==> src/rtl/pce_pkg.sv <==
// Shared types, codes and bit helpers for the programmable CRC engine.
`timescale 1ns / 1ps

package pce_pkg;

  localparam int CRC_W = 32;

  // request action codes
  localparam logic [1:0] ACT_START  = 2'd0;
  localparam logic [1:0] ACT_RESUME = 2'd1;
  localparam logic [1:0] ACT_BYTE   = 2'd2;

  // width select codes
  localparam logic [1:0] WSEL_32 = 2'd0;
  localparam logic [1:0] WSEL_16 = 2'd1;
  localparam logic [1:0] WSEL_8  = 2'd2;
  localparam logic [1:0] WSEL_7  = 2'd3;

  // configuration register indexes
  localparam logic [2:0] CFG_WIDTH_SEL   = 3'd0;
  localparam logic [2:0] CFG_POLYNOMIAL  = 3'd1;
  localparam logic [2:0] CFG_INIT_VALUE  = 3'd2;
  localparam logic [2:0] CFG_XOR_OUT     = 3'd3;
  localparam logic [2:0] CFG_REFLECT_IN  = 3'd4;
  localparam logic [2:0] CFG_REFLECT_OUT = 3'd5;

  localparam logic [CRC_W-1:0] POLY_RESET = 32'h04C1_1DB7;
  localparam logic [CRC_W-1:0] ONES       = 32'hFFFF_FFFF;

  typedef struct packed {
    logic [1:0]       width_sel;
    logic [CRC_W-1:0] polynomial;
    logic [CRC_W-1:0] init_value;
    logic [CRC_W-1:0] xor_out;
    logic             reflect_in;
    logic             reflect_out;
  } pce_cfg_t;

  function automatic logic [CRC_W-1:0] width_mask(input logic [1:0] sel);
    logic [CRC_W-1:0] m;
    case (sel)
      WSEL_32: m = 32'hFFFF_FFFF;
      WSEL_16: m = 32'h0000_FFFF;
      WSEL_8:  m = 32'h0000_00FF;
      WSEL_7:  m = 32'h0000_007F;
      default: m = 32'h0000_007F;
    endcase
    return m;
  endfunction

  // top bit of the register at the selected width
  function automatic logic width_msb(input logic [CRC_W-1:0] c, input logic [1:0] sel);
    logic b;
    case (sel)
      WSEL_32: b = c[31];
      WSEL_16: b = c[15];
      WSEL_8:  b = c[7];
      WSEL_7:  b = c[6];
      default: b = c[6];
    endcase
    return b;
  endfunction

  // bit reversal across the selected width; bits above the width come out zero
  function automatic logic [CRC_W-1:0] reverse_width(input logic [CRC_W-1:0] v,
                                                     input logic [1:0] sel);
    logic [CRC_W-1:0] r;
    r = '0;
    case (sel)
      WSEL_32: for (int i = 0; i < 32; i++) r[i] = v[31-i];
      WSEL_16: for (int i = 0; i < 16; i++) r[i] = v[15-i];
      WSEL_8:  for (int i = 0; i < 8; i++)  r[i] = v[7-i];
      WSEL_7:  for (int i = 0; i < 7; i++)  r[i] = v[6-i];
      default: for (int i = 0; i < 7; i++)  r[i] = v[6-i];
    endcase
    return r;
  endfunction

endpackage

==> src/rtl/pce_step.sv <==
// Next CRC register value for one request: load init, load resume value or shift a byte.
`timescale 1ns / 1ps

module pce_step (
  input  pce_pkg::pce_cfg_t            cfg,
  input  logic [1:0]                   action,
  input  logic [7:0]                   data_byte,
  input  logic [pce_pkg::CRC_W-1:0]    resume_value,
  input  logic [pce_pkg::CRC_W-1:0]    crc_cur,
  output logic [pce_pkg::CRC_W-1:0]    crc_next
);
  import pce_pkg::*;

  logic [CRC_W-1:0] mask;
  logic [CRC_W-1:0] poly;
  logic [CRC_W-1:0] shift_c;
  logic [7:0]       byte_in;
  logic             fb;

  assign mask = width_mask(cfg.width_sel);
  assign poly = cfg.polynomial & mask;

  always_comb begin
    for (int i = 0; i < 8; i++) byte_in[i] = cfg.reflect_in ? data_byte[7-i] : data_byte[i];
  end

  // eight MSB-first shift steps, unrolled
  always_comb begin
    shift_c = crc_cur & mask;
    fb      = 1'b0;
    for (int i = 7; i >= 0; i--) begin
      fb      = width_msb(shift_c, cfg.width_sel) ^ byte_in[i];
      shift_c = (shift_c << 1) & mask;
      if (fb) shift_c = shift_c ^ poly;
    end
  end

  always_comb begin
    case (action)
      ACT_START:  crc_next = cfg.init_value & mask;
      ACT_RESUME: crc_next = cfg.reflect_out ? reverse_width(resume_value & mask, cfg.width_sel)
                                             : (resume_value & mask);
      ACT_BYTE:   crc_next = shift_c;
      default:    crc_next = crc_cur;  // unused code leaves the register alone
    endcase
  end

endmodule

==> src/rtl/pce_finish.sv <==
// Finished CRC value: mask, optional reflection across the width, output XOR.
`timescale 1ns / 1ps

module pce_finish (
  input  pce_pkg::pce_cfg_t            cfg,
  input  logic [pce_pkg::CRC_W-1:0]    crc_reg,
  output logic [pce_pkg::CRC_W-1:0]    crc_value
);
  import pce_pkg::*;

  logic [CRC_W-1:0] mask;
  logic [CRC_W-1:0] masked;
  logic [CRC_W-1:0] oriented;

  assign mask      = width_mask(cfg.width_sel);
  assign masked    = crc_reg & mask;
  assign oriented  = cfg.reflect_out ? reverse_width(masked, cfg.width_sel) : masked;
  assign crc_value = (oriented ^ cfg.xor_out) & mask;

endmodule

==> src/rtl/programmable_crc_engine.sv <==
// Top level of the programmable CRC engine: config registers, request stage, result stage.
//
//  channel | direction | handshake          | payload
//  --------+-----------+--------------------+------------------------------------------
//  in      | input     | in_valid/in_stall  | in_action, in_data_byte, in_resume_value
//  out     | output    | out_valid/out_stall| out_crc_value
//  cfg     | input     | cfg_we             | cfg_index, cfg_wdata
//
// One request per cycle sustained while out_stall stays low; a taken request reaches out_valid
// through the request register, then the result register behind the 8-step shift.
// The CRC register and result register update together in the same cycle.
// Synchronous active-low reset: config back to defaults, CRC register all ones,
// both stages empty. A stalled result holds the result stage; the request stage keeps
// taking requests until it holds one that cannot move, then in_stall goes high.
`timescale 1ns / 1ps

module programmable_crc_engine (
  input  logic                          clk,
  input  logic                          rst_n,
  input  logic                          in_valid,
  output logic                          in_stall,
  input  logic [1:0]                    in_action,
  input  logic [7:0]                    in_data_byte,
  input  logic [pce_pkg::CRC_W-1:0]     in_resume_value,
  output logic                          out_valid,
  input  logic                          out_stall,
  output logic [pce_pkg::CRC_W-1:0]     out_crc_value,
  input  logic                          cfg_we,
  input  logic [2:0]                    cfg_index,
  input  logic [pce_pkg::CRC_W-1:0]     cfg_wdata
);
  import pce_pkg::*;

  pce_cfg_t         cfg_r;
  logic             req_valid_r;
  logic [1:0]       req_action_r;
  logic [7:0]       req_byte_r;
  logic [CRC_W-1:0] req_resume_r;
  logic [CRC_W-1:0] crc_r;
  logic [CRC_W-1:0] crc_nxt;
  logic             out_valid_r;
  logic [CRC_W-1:0] out_crc_r;
  logic [CRC_W-1:0] out_crc_nxt;
  logic             advance;
  logic             fire;
  logic             in_take;

  // result stage can load when empty or being drained
  assign advance  = !out_valid_r || !out_stall;
  assign fire     = req_valid_r && advance;
  assign in_stall = req_valid_r && !advance;
  assign in_take  = in_valid && !in_stall;

  assign out_valid     = out_valid_r;
  assign out_crc_value = out_crc_r;

  always_ff @(posedge clk) begin
    if (!rst_n) begin
      cfg_r.width_sel   <= WSEL_32;
      cfg_r.polynomial  <= POLY_RESET;
      cfg_r.init_value  <= ONES;
      cfg_r.xor_out     <= '0;
      cfg_r.reflect_in  <= 1'b0;
      cfg_r.reflect_out <= 1'b0;
    end else if (cfg_we) begin
      case (cfg_index)
        CFG_WIDTH_SEL:   cfg_r.width_sel   <= cfg_wdata[1:0];
        CFG_POLYNOMIAL:  cfg_r.polynomial  <= cfg_wdata;
        CFG_INIT_VALUE:  cfg_r.init_value  <= cfg_wdata;
        CFG_XOR_OUT:     cfg_r.xor_out     <= cfg_wdata;
        CFG_REFLECT_IN:  cfg_r.reflect_in  <= cfg_wdata[0];
        CFG_REFLECT_OUT: cfg_r.reflect_out <= cfg_wdata[0];
        default: ;
      endcase
    end
  end

  always_ff @(posedge clk) begin
    if (!rst_n) begin
      req_valid_r <= 1'b0;
    end else if (!in_stall) begin
      req_valid_r <= in_valid;
    end
  end

  always_ff @(posedge clk) begin
    if (in_take) begin
      req_action_r <= in_action;
      req_byte_r   <= in_data_byte;
      req_resume_r <= in_resume_value;
    end
  end

  pce_step u_step (
    .cfg          (cfg_r),
    .action       (req_action_r),
    .data_byte    (req_byte_r),
    .resume_value (req_resume_r),
    .crc_cur      (crc_r),
    .crc_next     (crc_nxt)
  );

  pce_finish u_finish (
    .cfg       (cfg_r),
    .crc_reg   (crc_nxt),
    .crc_value (out_crc_nxt)
  );

  always_ff @(posedge clk) begin
    if (!rst_n) begin
      crc_r       <= ONES;
      out_valid_r <= 1'b0;
    end else begin
      if (fire) crc_r <= crc_nxt;
      if (advance) out_valid_r <= req_valid_r;
    end
  end

  always_ff @(posedge clk) begin
    if (fire) out_crc_r <= out_crc_nxt;
  end

`ifndef SYNTH
  a_result_from_req: assert property (@(posedge clk) disable iff (!rst_n)
    $rose(out_valid_r) |-> $past(req_valid_r))
    else $error("result appeared without a pending request");

  a_stall_only_full: assert property (@(posedge clk) disable iff (!rst_n)
    in_stall |-> req_valid_r)
    else $error("input stalled with empty request stage");

  a_drain_empties: assert property (@(posedge clk) disable iff (!rst_n)
    (out_valid_r && !out_stall && !req_valid_r) |=> !out_valid_r)
    else $error("result stage kept a delivered result");

  a_crc_holds: assert property (@(posedge clk) disable iff (!rst_n)
    !fire |=> $stable(crc_r))
    else $error("CRC register changed without a request");
`endif

endmodule
==> config.mk <==
export PLATFORM = sky130hd
export DESIGN_NAME = programmable_crc_engine
export DESIGN_NICKNAME = d
export VERILOG_FILES = /design/src/rtl/pce_pkg.sv /design/src/rtl/pce_step.sv /design/src/rtl/pce_finish.sv /design/src/rtl/programmable_crc_engine.sv
export SDC_FILE = /design/constraint.sdc
export NUM_CORES = 1
export LEC_CHECK = 0
export BUFFER_PORTS_ARGS = -buffer_cell sky130_fd_sc_hd__buf_2
export CAP_MARGIN = 20
export CORE_UTILIZATION = 41
export CTS_BUF_LIST = sky130_fd_sc_hd__clkbuf_16
export DETAILED_ROUTE_END_ITERATION = 10
export PLACE_DENSITY = 0.6
export RECOVER_POWER = 25
export SETUP_SLACK_MARGIN = 0.02
export SYNTH_ARGS = -nofsm -noshare
export SYNTH_HDL_FRONTEND = slang
export SYNTH_HIERARCHICAL = 1
export SYNTH_SLANG_ARGS = --single-unit
==> constraint.sdc <==
create_clock -name clk -period 9.3 [get_ports clk]
set_input_delay 0 -clock clk [delete_from_list [all_inputs] [get_ports clk]]
set_output_delay 0 -clock clk [all_outputs]
set_load 0.02 [all_outputs]
==> summary.txt <==
Finish
  • Finished Cell Area: 20,250 um2
  • Share of layout cells above drive strength 1: between 10% and 20%
  • P&R area growth vs syn: 20.94%
  • Register Area: 4913 um2
  • Filler Cells Inserted: between 3,000 and 4,000
  • Final Net Count: about 2,300
  • Non-Filler Instances: 2,747
  • Diodes inserted: 0
  • Multi-input logic area: 11,370 um2

Die
  • Starting Density: a little over two fifths
  • Ports: roughly 120
  • CORE AREA: around 40,000 um2
  • Die area: ~42,000 um2
  • # rows: 73
  • Die Ht: ~200 um
  • Die Wd: 204.1 um

Setup path
  • CP required: around 9.6 ns
  • Worst reg2reg path depth: 33
  • Largest stage delay, worst path: 0.57 ns
  • Reg2reg start: crc_r[15]
  • CP most frequent cell: buf_4
  • Crit-path max FO: 9
  • Setup crit end kind: flop
  • RR Endpoint: out_crc_value[31]
  • Critical path origin: crc_r[15]
  • CP endpoint: out_crc_value[31]
  • CP Class: flop to flop
  • Worst path arrival time: just over 9 ns
  • Crit-path slowest cell: mux4_2
  • FF-to-FF setup slack: 0.24 ns
  • Setup crit start kind: flop

Detailed routing
  • DR DRC count: 0
  • Post-DR vias/cell: between 5 and 6
  • WL/cell: between 20 and 25 um
  • Number of DRC markers in iteration 0: between 1,000 and 1,500
  • Post-Route WL: between 60 and 70 mm
  • Vias: roughly 16,000
  • Routed Antenna Nets: 0
  • Drt first pass iters: 6

Clock tree
  • # clock sinks: 208
  • Max clock buf depth: 3
  • CTS tree: yes
  • Root Buffer: clkbuf_16
  • Clk_lat worst skew: around 0.56 ns
  • CTS clk-pin slew, worst paths: approximately 0.070 ns
  • TritonCTS Buffers: 24
  • # H-tree levels: 1

Timing
  • Hold Fails Final Rpt: 0
  • Worst Clk Skew: ~0.027 ns
  • Fmax: 110.4 MHz
  • Endpoints failing setup: 0
  • Max_slew headroom: -181.7%
  • Final slew viol count: roughly 120
  • WHS: ~0.15 ns
  • Setup_tns: 0 ns
  • Tcrit/Tclk final: ~100%
  • Minimum clock period after layout: ~9.1 ns
  • Slew at the pin with the worst max-slew slack: approximately 4.2 ns
  • Setup ws final: between 0.2 and 0.25 ns

Synthesis
  • Top cell type's share of synthesized area: between 10% and 20%
  • Largest cells by area after synthesis: dfxtp_1 (16%), edfxtp_1 (13%), mux2i_1 (13%)
  • Most common cell in the netlist: nand2_1
  • Cell count after synthesis: 1,990
  • Post-synth EDFFs: 74
  • Library cells used by synthesis: 114
  • Yosys top cell by area: dfxtp_1
  • Most used DFF post-synth: dfxtp_1
  • Register area share after synthesis: 29.29%
  • Synth Warn #: 6
  • Async set-reset flop share out of synthesis: 0%
  • Net Count, Synth: between 2,000 and 2,500
  • FF+latch count, synth: around 210
  • Post-Synthesis Cell Area: about 17,000 um2
  • Top cells by instance count after synthesis: nand2_1 (350), mux2i_1 (212), xnor2_1 (172), nor2b_1 (151), dfxtp_1 (134)
  • Post-Syn Area per Cell: 8.414 um2

Placed design
  • Dpl ws: -0.04840 ns
  • DP Wirelength: 45.74 mm
  • GPL Wtd Cong: around 0.94
  • Post-place instance area: roughly 18,000 um2
  • I/O Buffers: around 120
  • Placed cell count: around 2,600

Status
  • Failing checks: capacitance limit, slew limit
  • Status: complete, but fails checks

Power and ir drop
  • PwrDens: 204.9 nW/um2
  • Max rail drop VDD: 0.0001651 V
  • Pleak: between 0.007 and 0.008 uW

Job
  • MaxCap Viol Count: 1

Min path
  • Worst min-delay path class: input port to flop

GRT
  • Largest net degree at the start of global routing: 118
  • All-Layer GR Usage: between 20% and 30%
  • Most Used Layer, Global Route: met2
  • Met3 Usage GRT: around 5.6%
  • Vias in the first global route: around 15,000
  • First-pass GRT wire length: 91.67 mm
  • Total gr overflow: 0
  • M2 GR Usage: between 40% and 50%
  • Antenna violations before repair: 0
  • Met1 Use GR: 37.77%
-- logic make-up (layout without fill, tap and decap cells) --
group,count (synthesis),count (layout),share of synthesized area (%)
compound gates,298,298,12.34
xor+xnor,238,238,12.91
buf+inv,170,402,4.977
flops,208,208,29.29
mux,254,254,16.43
simple gates,822,822,24.05
-- repair_timing --
| action | 4_1_cts | 5_1_grt |
|---|---|---|
| setup endpoints to repair | 4 | 36 |
| gates resized for setup | 6 | 59 |
| cloned | 0 | 0 |
| buffers inserted | 0 | 23 |
| hold buffers | 83 | 0 |
| pin swaps | 0 | 20 |
| hold endpoints to repair | 146 | 0 |
-- metrics by stage --
step                      utilization, %  total power (uW)
after floorplan                        -              2409
after CTS                          49.41              4009
after global routing               50.62              4340
after detailed placement           45.40              3059
after global placement             45.40              3048
final                              50.62              4149
-- cell usage in the layout (no fill, tap or decap), drive strengths merged, types with 11 or more instances in the layout --
master,Yosys,layout
buf,61,232
xnor2,174,174
edfxtp,74,74
a21oi,70,70
o21ai,64,64
nor3,19,19
a211oi,11,11
and3,21,21
o22ai,16,16
nor2,126,126
dfxtp,134,134
dlygate4sd3,0,83
o211ai,13,13
nand2,350,350
nor2b,151,151
nand2b,17,17
nand4,13,13
inv,13,19
mux2,27,27
xor2,60,60
o31ai,15,15
clkbuf,96,54
nor4,12,12
mux4,11,11
and2,16,16
clkinv,0,12
a31oi,25,25
nand3,45,45
mux2i,216,216
-- sequential cells by signal, summed over array words and instances (netlist names) --
signal and flops:
req_valid_r 1, out_crc_value 32, out_valid 1, cfg_r 100, req_byte_r 8, crc_r 32, req_resume_r 32, req_action_r 2
-- worst min path at each step --
| stage | start | end | slack (ns) | depth (start not counted) |
|---|---|---|---|---|
| 2_1_floorplan | in_action[0] | req_action_r[0] | 0.1 | 0 |
| 3_3_place_gp | in_resume_value[26] | req_resume_r[26] | 0.18 | 1 |
| 3_5_place_dp | in_resume_value[21] | req_resume_r[21] | 0.18 | 1 |
| 4_1_cts | in_resume_value[26] | req_resume_r[26] | 0.13 | 2 |
| 5_1_grt | in_action[1] | req_action_r[1] | 0.15 | 2 |
| 6_report | in_resume_value[12] | req_resume_r[12] | 0.15 | 2 |
-- power breakdown --
group | total [uW] | switching [uW] | internal (uW) | leakage [uW]
Clock | 908 | 407 | 501 | 0.000378
Combinational | 2180 | 1230 | 947 | 0.00550
Sequential | 1070 | 55.2 | 1010 | 0.00180
Total | 4150 | 1690 | 2460 | 0.00768
-- layer usage --
layer / up-vias / share of wire [%]
met1: 7472 / 42
met4: 0 / 5.5
met5: - / 0
met3: 136 / 8.0
li1: 7338 / -
met2: 677 / 45
-- worst max-delay path: cells and delay by family (launching register included) --
kind                      cells  cell delay (ns)
and+or+nand+nor               9             2.42
muxes                         5             1.96
AOI/OAI and AO/OA             9             1.83
xor gates and xnor gates      5             1.25
buffers and inverters         5             0.96
DFF                           1             0.35
-- layout make-up --
type,count,area share [%]
clock inverters,20,0.6920
inverters,13,0.2410
well taps,525,3.244
repair buffers,345,12.43
multi-input cells,1612,56.17
clock buffers,24,2.966
flip-flops and latches,208,24.26
No activity file was read; power rests on OpenSTA's default activity.
